$ cat src/hdl/psl_pkg.sv
package psl_pkg;

  // offset counter width inside the block; outputs carry the low 16 bits
  localparam int POS_BITS   = 16;
  localparam int LINE_BITS  = 16;
  localparam int FIELD_BITS = 16;
  localparam int CHAR_BITS  = 8;
  localparam int KIND_BITS  = 5;

  // token and error kinds
  typedef enum logic [KIND_BITS-1:0] {
    K_LPAREN   = 5'd0,
    K_RPAREN   = 5'd1,
    K_LBRACE   = 5'd2,
    K_RBRACE   = 5'd3,
    K_COMMA    = 5'd4,
    K_DOT      = 5'd5,
    K_MINUS    = 5'd6,
    K_PLUS     = 5'd7,
    K_SEMI     = 5'd8,
    K_STAR     = 5'd9,
    K_BANG     = 5'd10,
    K_BANG_EQ  = 5'd11,
    K_EQ       = 5'd12,
    K_EQ_EQ    = 5'd13,
    K_LT       = 5'd14,
    K_LE       = 5'd15,
    K_GT       = 5'd16,
    K_GE       = 5'd17,
    K_SLASH    = 5'd18,
    K_STRING   = 5'd19,
    K_EOF      = 5'd20,
    K_BAD      = 5'd21,
    K_UNTERM   = 5'd22
  } kind_t;

  // source characters of interest
  localparam logic [CHAR_BITS-1:0] CH_NUL    = 8'h00;
  localparam logic [CHAR_BITS-1:0] CH_TAB    = 8'h09;
  localparam logic [CHAR_BITS-1:0] CH_NL     = 8'h0A;
  localparam logic [CHAR_BITS-1:0] CH_CR     = 8'h0D;
  localparam logic [CHAR_BITS-1:0] CH_SPACE  = 8'h20;
  localparam logic [CHAR_BITS-1:0] CH_BANG   = 8'h21;
  localparam logic [CHAR_BITS-1:0] CH_QUOTE  = 8'h22;
  localparam logic [CHAR_BITS-1:0] CH_LPAREN = 8'h28;
  localparam logic [CHAR_BITS-1:0] CH_RPAREN = 8'h29;
  localparam logic [CHAR_BITS-1:0] CH_STAR   = 8'h2A;
  localparam logic [CHAR_BITS-1:0] CH_PLUS   = 8'h2B;
  localparam logic [CHAR_BITS-1:0] CH_COMMA  = 8'h2C;
  localparam logic [CHAR_BITS-1:0] CH_MINUS  = 8'h2D;
  localparam logic [CHAR_BITS-1:0] CH_DOT    = 8'h2E;
  localparam logic [CHAR_BITS-1:0] CH_SLASH  = 8'h2F;
  localparam logic [CHAR_BITS-1:0] CH_SEMI   = 8'h3B;
  localparam logic [CHAR_BITS-1:0] CH_LT     = 8'h3C;
  localparam logic [CHAR_BITS-1:0] CH_EQ     = 8'h3D;
  localparam logic [CHAR_BITS-1:0] CH_GT     = 8'h3E;
  localparam logic [CHAR_BITS-1:0] CH_LBRACE = 8'h7B;
  localparam logic [CHAR_BITS-1:0] CH_RBRACE = 8'h7D;

  // one result as queued for output
  typedef struct packed {
    kind_t                  kind;
    logic [LINE_BITS-1:0]   line_no;
    logic [FIELD_BITS-1:0]  start_pos;
    logic [FIELD_BITS-1:0]  token_len;
    logic [CHAR_BITS-1:0]   bad_char;
    logic                   last;
  } res_t;

  // offset to output field width, zero extended or truncated
  function automatic logic [FIELD_BITS-1:0] to_field(input logic [POS_BITS-1:0] v);
    logic [POS_BITS+FIELD_BITS-1:0] w;
    w = {{FIELD_BITS{1'b0}}, v};
    return w[FIELD_BITS-1:0];
  endfunction

endpackage

$ cat src/hdl/punctuation_string_lexer.sv
// Byte-serial scanner for punctuators, one- and two-character operators, // comments and
// strings. One source byte is taken per cycle on the s_axis side while there is queue room (a
// zero byte ends the text and returns the block to offset 0, line 1); tokens leave on the m_axis
// side one per cycle while m_axis_tready is high, out of the result queue, with tlast on the last
// token a byte causes. A byte causes at most two tokens and results wait in a four-entry queue,
// so the input keeps running at one byte per cycle while every byte yields at most one token
// and the output is ready; text in which bytes yield two tokens each is held back by the single
// output port. Offsets and the line count saturate at their maximum.
module punctuation_string_lexer
  import psl_pkg::*;
(
  input  logic                    clk,
  input  logic                    rst,
  input  logic                    s_axis_tvalid,
  output logic                    s_axis_tready,
  input  logic [CHAR_BITS-1:0]    s_axis_tdata,   // ch
  output logic                    m_axis_tvalid,
  input  logic                    m_axis_tready,
  output logic [55:0]             m_axis_tdata,   // line_no, start_pos, token_len, bad_char
  output logic [KIND_BITS-1:0]    m_axis_tuser,   // result_kind
  output logic                    m_axis_tlast    // last
);

  typedef enum logic [2:0] {
    M_IDLE, M_BANG, M_EQ, M_LT, M_GT, M_SLASH, M_COMMENT, M_STRING
  } mode_t;

  localparam int DEPTH     = 4;
  localparam int PTR_BITS  = $clog2(DEPTH);
  localparam int CNT_BITS  = $clog2(DEPTH + 1);
  localparam logic [POS_BITS-1:0]  POS_MAX  = {POS_BITS{1'b1}};
  localparam logic [LINE_BITS-1:0] LINE_MAX = {LINE_BITS{1'b1}};

  mode_t                 mode, mode_next;
  logic [LINE_BITS-1:0]  line_count, line_next;
  logic [POS_BITS-1:0]   position, position_next;
  logic [POS_BITS-1:0]   token_start, token_start_next;

  res_t                  queue [DEPTH];
  logic [PTR_BITS-1:0]   wr_ptr, rd_ptr, wr_ptr_next, wr_slot2;
  logic [CNT_BITS-1:0]   count, count_next;

  logic                  in_fire, out_fire, line_inc;
  logic [1:0]            n_res;
  res_t                  r0, r1, pend_res, idle_res;
  logic                  idle_emit, idle_set_ts, idle_nl;
  mode_t                 idle_mode;
  logic [CHAR_BITS-1:0]  ch;
  kind_t                 pend_kind;
  logic                  ch_is_eq;

  assign ch       = s_axis_tdata;
  assign ch_is_eq = (ch == CH_EQ);
  assign in_fire  = s_axis_tvalid && s_axis_tready;
  assign out_fire = m_axis_tvalid && m_axis_tready;

  // room for two results whatever the output does
  assign s_axis_tready = (count <= CNT_BITS'(DEPTH - 2));

  // byte taken with no pending token
  always_comb begin
    idle_emit   = 1'b1;
    idle_set_ts = 1'b0;
    idle_nl     = 1'b0;
    idle_mode   = M_IDLE;
    idle_res    = '{kind: K_BAD, line_no: line_count, start_pos: to_field(position),
                    token_len: FIELD_BITS'(1), bad_char: '0, last: 1'b0};
    case (ch)
      CH_LPAREN: idle_res.kind = K_LPAREN;
      CH_RPAREN: idle_res.kind = K_RPAREN;
      CH_LBRACE: idle_res.kind = K_LBRACE;
      CH_RBRACE: idle_res.kind = K_RBRACE;
      CH_COMMA:  idle_res.kind = K_COMMA;
      CH_DOT:    idle_res.kind = K_DOT;
      CH_MINUS:  idle_res.kind = K_MINUS;
      CH_PLUS:   idle_res.kind = K_PLUS;
      CH_SEMI:   idle_res.kind = K_SEMI;
      CH_STAR:   idle_res.kind = K_STAR;
      CH_NUL: begin
        idle_res.kind      = K_EOF;
        idle_res.token_len = '0;
      end
      CH_BANG: begin
        idle_emit = 1'b0; idle_set_ts = 1'b1; idle_mode = M_BANG;
      end
      CH_EQ: begin
        idle_emit = 1'b0; idle_set_ts = 1'b1; idle_mode = M_EQ;
      end
      CH_LT: begin
        idle_emit = 1'b0; idle_set_ts = 1'b1; idle_mode = M_LT;
      end
      CH_GT: begin
        idle_emit = 1'b0; idle_set_ts = 1'b1; idle_mode = M_GT;
      end
      CH_SLASH: begin
        idle_emit = 1'b0; idle_set_ts = 1'b1; idle_mode = M_SLASH;
      end
      CH_QUOTE: begin
        idle_emit = 1'b0; idle_set_ts = 1'b1; idle_mode = M_STRING;
      end
      CH_NL: begin
        idle_emit = 1'b0; idle_nl = 1'b1;
      end
      CH_CR, CH_TAB, CH_SPACE: idle_emit = 1'b0;
      default: idle_res.bad_char = ch;
    endcase
  end

  // kind of the pending operator, decided by this byte
  always_comb begin
    case (mode)
      M_BANG:  pend_kind = ch_is_eq ? K_BANG_EQ : K_BANG;
      M_EQ:    pend_kind = ch_is_eq ? K_EQ_EQ : K_EQ;
      M_LT:    pend_kind = ch_is_eq ? K_LE : K_LT;
      M_GT:    pend_kind = ch_is_eq ? K_GE : K_GT;
      default: pend_kind = K_SLASH;
    endcase
    pend_res = '{kind: pend_kind, line_no: line_count, start_pos: to_field(token_start),
                 token_len: (ch_is_eq && mode != M_SLASH) ? FIELD_BITS'(2) : FIELD_BITS'(1),
                 bad_char: '0, last: 1'b0};
  end

  // per-byte mode update and results
  always_comb begin
    n_res            = 2'd0;
    r0               = idle_res;
    r1               = idle_res;
    mode_next        = mode;
    token_start_next = token_start;
    line_inc         = 1'b0;
    case (mode)
      M_BANG, M_EQ, M_LT, M_GT, M_SLASH: begin
        r0 = pend_res;
        if (mode == M_SLASH && ch == CH_SLASH) begin
          r0        = idle_res;
          mode_next = M_COMMENT;
        end else if (mode != M_SLASH && ch_is_eq) begin
          n_res     = 2'd1;
          mode_next = M_IDLE;
        end else begin
          n_res     = idle_emit ? 2'd2 : 2'd1;
          mode_next = idle_mode;
          line_inc  = idle_nl;
          if (idle_set_ts) token_start_next = position;
        end
      end
      M_COMMENT: begin
        if (ch == CH_NL) begin
          line_inc  = 1'b1;
          mode_next = M_IDLE;
        end else if (ch == CH_NUL) begin
          n_res = 2'd1;
        end
      end
      M_STRING: begin
        if (ch == CH_QUOTE) begin
          n_res        = 2'd1;
          mode_next    = M_IDLE;
          r0.kind      = K_STRING;
          r0.start_pos = to_field(token_start + POS_BITS'(1));
          r0.token_len = (position > token_start) ?
                         to_field(position - token_start - POS_BITS'(1)) : '0;
          r0.bad_char  = '0;
        end else if (ch == CH_NL) begin
          line_inc = 1'b1;
        end else if (ch == CH_NUL) begin
          n_res        = 2'd2;
          r0.kind      = K_UNTERM;
          r0.start_pos = to_field(token_start);
          r0.token_len = (position >= token_start) ? to_field(position - token_start) : '0;
          r0.bad_char  = '0;
        end
      end
      default: begin
        n_res     = idle_emit ? 2'd1 : 2'd0;
        mode_next = idle_mode;
        line_inc  = idle_nl;
        if (idle_set_ts) token_start_next = position;
      end
    endcase
    r0.last = (n_res == 2'd1);
    r1.last = 1'b1;

    // end of text returns to the start of a fresh text
    if (ch == CH_NUL) begin
      mode_next        = M_IDLE;
      line_next        = LINE_BITS'(1);
      position_next    = '0;
      token_start_next = '0;
    end else begin
      line_next     = (line_inc && line_count != LINE_MAX) ?
                      line_count + LINE_BITS'(1) : line_count;
      position_next = (position != POS_MAX) ? position + POS_BITS'(1) : position;
    end
  end

  // queue pointers
  assign wr_slot2    = wr_ptr + PTR_BITS'(1);
  assign wr_ptr_next = in_fire ? wr_ptr + PTR_BITS'(n_res) : wr_ptr;
  assign count_next  = count + (in_fire ? CNT_BITS'(n_res) : '0) - CNT_BITS'(out_fire);

  // scanner state and result queue
  always_ff @(posedge clk) begin
    if (rst) begin
      mode        <= M_IDLE;
      line_count  <= LINE_BITS'(1);
      position    <= '0;
      token_start <= '0;
      wr_ptr      <= '0;
      rd_ptr      <= '0;
      count       <= '0;
    end else begin
      if (in_fire) begin
        mode        <= mode_next;
        line_count  <= line_next;
        position    <= position_next;
        token_start <= token_start_next;
      end
      wr_ptr <= wr_ptr_next;
      count  <= count_next;
      if (out_fire) rd_ptr <= rd_ptr + PTR_BITS'(1);
    end
    if (in_fire && n_res != 2'd0) queue[wr_ptr] <= r0;
    if (in_fire && n_res == 2'd2) queue[wr_slot2] <= r1;
  end

  // output side
  assign m_axis_tvalid = (count != '0);
  assign m_axis_tuser  = queue[rd_ptr].kind;
  assign m_axis_tlast  = queue[rd_ptr].last;
  assign m_axis_tdata  = {queue[rd_ptr].bad_char, queue[rd_ptr].token_len,
                          queue[rd_ptr].start_pos, queue[rd_ptr].line_no};

`ifndef NO_ASSERTIONS
  // queue never overfills
  a_count_bound: assert property (@(posedge clk) disable iff (rst)
    count <= CNT_BITS'(DEPTH))
    else $error("result queue overflow");

  // end of text always produces a token next cycle
  a_eof_out: assert property (@(posedge clk) disable iff (rst)
    in_fire && ch == CH_NUL |=> m_axis_tvalid)
    else $error("no token after end of text");

  // end of text restarts offsets and lines
  a_eof_restart: assert property (@(posedge clk) disable iff (rst)
    in_fire && ch == CH_NUL |=> position == '0 && line_count == LINE_BITS'(1)
                                && mode == M_IDLE)
    else $error("state not restarted after end of text");

  // line count never wraps to zero
  a_line_nonzero: assert property (@(posedge clk) disable iff (rst)
    line_count != '0)
    else $error("line count reached zero");
`endif

endmodule
$ cat config.mk
export PLATFORM = sky130hd
export DESIGN_NAME = punctuation_string_lexer
export DESIGN_NICKNAME = d
export VERILOG_FILES = /design/src/hdl/psl_pkg.sv /design/src/hdl/punctuation_string_lexer.sv
export SDC_FILE = /design/constraint.sdc
export NUM_CORES = 1
export LEC_CHECK = 0
export ABC_CLOCK_PERIOD_IN_PS = 7200
export BUFFER_PORTS_ARGS = -buffer_cell sky130_fd_sc_hd__buf_4
export CAP_MARGIN = 20
export CORE_ASPECT_RATIO = 0.7
export CORE_MARGIN = 2
export CORE_UTILIZATION = 54
export CTS_BUF_LIST = sky130_fd_sc_hd__clkbuf_8 sky130_fd_sc_hd__clkbuf_16
export DETAILED_ROUTE_END_ITERATION = 10
export PLACE_DENSITY_LB_ADDON = 0.12
export SETUP_SLACK_MARGIN = 0.5
export SLEW_MARGIN = 20
export SYNTH_ARGS = -nofsm -noshare
export SYNTH_HDL_FRONTEND = slang
export SYNTH_SLANG_ARGS = --single-unit
$ cat constraint.sdc
create_clock -name clk -period 7.2 [get_ports clk]
set_clock_uncertainty 0.15 [all_clocks]
set_input_delay 0 -clock clk [delete_from_list [all_inputs] [get_ports clk]]
set_output_delay 0 -clock clk [all_outputs]
set_load 0.02 [all_outputs]
* After elaboration in Yosys (flattened, before gate mapping)
Memory sizes are Yosys's and may differ from the RTL's. A register that Yosys moved wholly into a read port is not among the register bits.
Index checks and enable logic that the tools add are counted.
** Word-level totals
- Register bits :: 58
- Memory bits (writable) :: 248
- Input port bits :: 12
- Output and inout bits :: 64
- Logic and storage cells :: 139
- Memories kept :: 1
** Memories
- queue :: depth 4, width 62, read ports 1, clocked after Yosys merged registers in 1, wr ports 2, line punctuation_string_lexer.sv:39 : res_t queue [DEPTH];
** Cells by class
- Add/subtract/negate cells :: 10
- $lt $le $gt $ge :: 3
- Eq/ne operators :: 37
- Muxes and demuxes :: 60
- Reductions and logical operators :: 21
** Operators by type and width (count)
- 2-to-1 mux 16 bit :: 11
- == test 8 x 6 -> 1 bit (second input constant) :: 15
- 2-to-1 mux 40 bit :: 3
- case mux 40 bit (2 select lines) :: 1
- 2-to-1 mux 62 bit :: 1
- case mux 5 bit (11 select lines) :: 1
- adder 16 x 1 -> 16 bit (second input constant) :: 3
- != test 16 bit (second input constant) :: 2
- case mux 16 bit (2 select lines) :: 1
- == test 8 x 4 -> 1 bit (second input constant) :: 3
- OR reduction 21 bit :: 1
- 2-to-1 mux 2 bit :: 10
- case mux 5 bit (4 select lines) :: 1
- case mux 3 bit (6 select lines) :: 1
- 2-to-1 mux 1 bit :: 17
- == test 8 x 7 -> 1 bit (second input constant) :: 2
- >= comparator 16 bit :: 1
- > comparator 16 bit :: 1
- subtractor 16 x 1 -> 16 bit (second input constant) :: 1
- subtractor 16 bit :: 1
- 2-to-1 mux 3 bit :: 5
- 2-to-1 mux 5 bit :: 3
- != test 3 bit (second input constant) :: 5
- == test 3 bit (second input constant) :: 4
- 26 further kinds :: 37

* Longest topological paths before layout
- Depth after elaboration :: 10
- Depth in mapped cells :: 16

* Worst setup path after synthesis
Ideal clock, no wire load.
- Path kind :: reg2reg
- Start point :: register mode[1]
- End point :: memory queue[2][1] (netlist bit) (enable)
- Setup time :: 0.425 ns
- Arrival time :: 3.520 ns
- Data required time :: 6.625 ns
- Slack :: 3.104 ns
- Cell stages (with the launch flop) :: 11
- Path buffers :: 2
- Clock period less this slack :: 4.096 ns
- Cells stage by stage :: dfxtp_1 -> clkbuf_1 -> nor3_1 -> a21oi_1 -> nand2_1 -> a31oi_1 -> a21oi_4 -> nor3_2 -> a21oi_4 -> nand2_1 -> clkbuf_1
** RTL lines
- from (decl) :: line punctuation_string_lexer.sv:34 : mode_t mode, mode_next;
- from (signal assigned) :: line punctuation_string_lexer.sv:214 : mode <= mode_next;
- to (decl) :: line punctuation_string_lexer.sv:39

==> run_results.csv <==
group,metric,value,unit
drt,via_per_inst,6.28,
power,p_leak,6.29,nW
clock_tree,h-tree-depth,1,
status,outcome,"complete, no violations",
grt,antenna_found_initial,2,
logic_synthesis,syn_avg_cell_area,10.3,um2
logic_synthesis,synth_xor_area_share,2.99,%
worst_setup_path,required,7.27,ns
power,combPwrFrac,28.3,%
cells_and_area,syn_to_final_growth,12.0,%
sta,hold_viol,0,
power,seq_power_share,41.4,%
clock_tree,tritoncts,"built",
sta,maxClockFrequency,206,MHz
worst_setup_path,crit_fanout,45,
logic_synthesis,synth-simple-area-share,17.3,%
clock_tree,root_buffer,"clkbuf_16",
die,die_height,148,um
die,rows,52,
cells_and_area,seqCellArea,0.00802,mm2
logic_synthesis,synth-seq-area-share,49.8,%
drt,vias,12500,
worst_setup_path,critPathArrivalTime,4.93,ns
sta,post-route-period-util,67.5,%
drt,post-route-drc-count,0,
clock_tree,clk_pin_slew_worst_paths,0.06,ns
sta,slew_headroom,29.3,%
logic_synthesis,synth_largest_area_cell,"edfxtp_1",
drt,totalWireLength,45.1,mm
clock_tree,ctsResizeCount,0,
power,switchingPower,1.72,mW
placed_design,gp_congestion,0.999,
logic_synthesis,synth_top_family_by_area,"simple AND/OR/NAND/NOR gates",
cells_and_area,nets,1617,
logic_synthesis,synthMuxAreaShare,8.93,%
worst_setup_path,ff2ff_path_depth,8,
worst_setup_path,criticalPathCategory,"in -> reg",
logic_synthesis,synth_seq_cells,308,
placed_design,dp.final_hpwl,30.7,mm
worst_setup_path,cpMostUsedCell,"buf_4",
worst_hold_path,hold_path_class,"in -> reg",
logic_synthesis,synth-edff-count,184,
logic_synthesis,mappedNetlistArea,0.0161,mm2
die,fp.coreArea,0.0291,mm2
worst_hold_path,hold_end,"queue[3][8]$_DFFE_PP_",
sta,setup-tns-final,0,ns
worst_setup_path,crit_path_max_incr_delay,0.78,ns
grt,grt_overflow,0,
logic_synthesis,synth_cells,1557,
logic_synthesis,synthAdderAreaFrac,2.12,%
worst_setup_path,cpMaxStageDelayCell,"nor2_2",
cells_and_area,num_antenna_cells,0,
power,power_frac_clock,30.3,%
worst_setup_path,rrSetupSlack,2.42,ns
drt,wire_per_inst,22.8,um
sta,setup_viol_count_final,0,
grt,grt_pass1_vias,11900,
logic_synthesis,synth-compound-area-share,15.2,%
die,fp.dieW,210,um
cells_and_area,fillerInstances,2377,
clock_tree,clock_latency,0.57,ns
sta,slew_viol_final,0,
die,start_util,55.3,%
cells_and_area,final_layout_size_suffix_gt1_share,14.8,%
flow_run,cap_violations,0,
worst_hold_path,hp-start,"s_axis_tdata[7]",
grt,grt_max_degree,63,
die,dieArea,0.0312,mm2
logic_synthesis,synth_top_flop_cell,"edfxtp_1",
drt,drt_iter0_drc,1445,
clock_tree,cts_buffer_depth,3,
clock_tree,cts.sinks,308,
logic_synthesis,async_flop_share,0,%
sta,rsz0062_at_grt,"no",
worst_setup_path,reg2reg_to,"queue[1][4]$_DFFE_PP_",
cells_and_area,multi_input_area,0.00748,mm2
logic_synthesis,yosys_warnings,0,
die,num_io_pins,76,
worst_setup_path,path_cells,"dlygate4sd3_1 -> buf_4 -> nor4_1 -> nand3_1 -> nor2_1 -> a21oi_4 -> nor2_2 -> a31oi_4 -> buf_4 -> nand2_2 -> buf_4",
power,switching_share,31.9,%
power,cellInternalPower,3.68,mW
logic_synthesis,synth_top_area_share,34.3,%
placed_design,io_buffers,75,
grt,grt_pass1_wl,70.2,mm
worst_setup_path,r2r-start,"mode[1]$_SDFFE_PP0P_",
power,powerDensity,300,mW/mm2
power,peakVddDrop,0.191,mV
logic_synthesis,synth_cell_type_count,77,
power,total_power,5.40,mW
logic_synthesis,synth_area_leaders,"edfxtp_1 (34%), dfxtp_1 (15%), mux4_2 (8.7%)",
sta,worstMarginPinSlew,1.06,ns
worst_setup_path,crit_path_end_kind,"flip-flop",
grt,grt_use_total,29.4,%
worst_setup_path,setup.worst_path.start_class,"input port",
clock_tree,cts_buffers,30,
sta,fin_crit,4.86,ns
worst_hold_path,whs_path_depth,3,
drt,first_pass_iters,5,
drt,drt.antenna.violating_nets,0,
logic_synthesis,synth_fp_nets,1595,
critical path, delay by kind of cell:
family	cells	cell delay, ns
and+or+nand+nor	5	3.17
buffers and inverters	4	1.56
AOI/OAI and AO/OA	2	0.15
stage by stage:
stage / std cells / cell area (um2) / worst slack, ns / utilization, % / hold slack [ns]
after floorplan: 1557 / 16100 / 3.10 / - / 0.0978
after global placement: 1909 / 16800 / 2.58 / 57.8 / 0.222
after detailed placement: 1909 / 16800 / 2.48 / 57.8 / 0.224
after CTS: 1980 / 18000 / 2.50 / 61.9 / 0.177
after global routing: 1981 / 18000 / 2.11 / 61.9 / 0.228
final: 1981 / 18000 / 2.34 / 61.9 / 0.212
sequential cells by signal, summed over array words and instances (netlist names), named ones only:
register and count:
count 3, line_count 16, mode 3, position 16, queue 248, rd_ptr 2
token_start 16, wr_ptr 2
power groups by stage:
stage | Clock (mW) | Combinational [mW] | Sequential [mW]
floorplan | 0 | 1.08 | 2.18
global placement | 0 | 1.49 | 2.28
finish | 1.64 | 1.53 | 2.24
detailed placement | 0 | 1.51 | 2.29
global route | 1.72 | 1.64 | 2.26
CTS | 1.64 | 1.52 | 2.25
cells in the final DEF (no fill, tap or decap), drive strengths merged, types with 5 or more instances in the layout:
master / n
a211oi: 8
and3: 15
a221oi: 10
o21ai: 149
nor3: 20
o211ai: 9
a31oi: 8
a21oi: 113
nand3: 96
edfxtp: 184
mux4: 62
nand2b: 13
xnor2: 24
a32oi: 8
nor2b: 15
xor2: 31
and2: 70
dlygate4sd3: 15
nand4: 20
nor2: 116
or3: 8
dfxtp: 124
nor4: 10
clkbuf: 37
and4: 7
ha: 24
inv: 40
buf: 98
a41oi: 5
a22o: 13
o22ai: 20
clkinv: 6
nand2: 144
a21o: 9
o21a: 6
worst max path at each step:
stage	startpoint	endpoint	slack [ns]	depth (start not counted)
3_3_place_gp	s_axis_tdata[4]	queue[1][1]$_DFFE_PP_	2.58	10
3_5_place_dp	s_axis_tdata[4]	queue[1][1]$_DFFE_PP_	2.48	10
6_report	s_axis_tdata[4]	queue[1][4]$_DFFE_PP_	2.34	11
5_1_grt	s_axis_tdata[4]	queue[1][56]$_DFFE_PP_	2.11	12
4_1_cts	s_axis_tdata[4]	queue[1][3]$_DFFE_PP_	2.50	11
2_1_floorplan	mode[1]$_SDFFE_PP0P_	queue[2][1]$_DFFE_PP_	3.10	10
timing repair:
action,CTS,global route
buffers inserted,0,0
endpoints found under the setup margin,0,0
endpoints found under the hold margin,65,0
hold buffers,15,0
Yosys cell counts (8+ instances only):
master and n:
and2_1 69, a21oi_1 107, nand2_1 141, or3_1 8
nor3_1 19, buf_2 24, xor2_1 31, a32oi_1 8
nand2b_1 13, buf_1 14, nand4_1 20, dfxtp_1 124
inv_1 30, nor2_1 114, clkbuf_1 85, edfxtp_1 184
and3_1 15, nor4_1 8, a221oi_1 10, xnor2_1 24
ha_1 24, mux4_2 62, a21o_1 9, o211ai_1 9
nor2b_1 15, o21ai_0 141, o22ai_1 20, nand3_1 96
a22o_1 13, a211oi_1 8
final cells by class:
| cell class | count | share of cell area (%) |
|---|---|---|
| clock buffers | 37 | 4.70 |
| multi-input cells | 1096 | 41.5 |
| flip-flops and latches | 308 | 44.5 |
| clock inverters | 19 | 1.03 |
| repair buffers | 113 | 4.99 |
| inverters | 30 | 0.625 |
| well taps | 378 | 2.63 |
cells by family (layout without fill, tap and decap cells):
logic type      Yosys count  after routing
compound gates          393            393
xor+xnor                 55             55
fa+ha+maj                26             26
buf+inv                 153            199
flops                   308            308
mux                      66             66
simple gates            556            556
metal layers:
layer | track usage (%) | share of wire (%)
met1 | 42.8 | 44
met3 | 6.02 | 8.8
met5 | 0 | 0.049
met2 | 44.5 | 44
met4 | 9.40 | 2.8
Power figures use the tool's default switching activity.
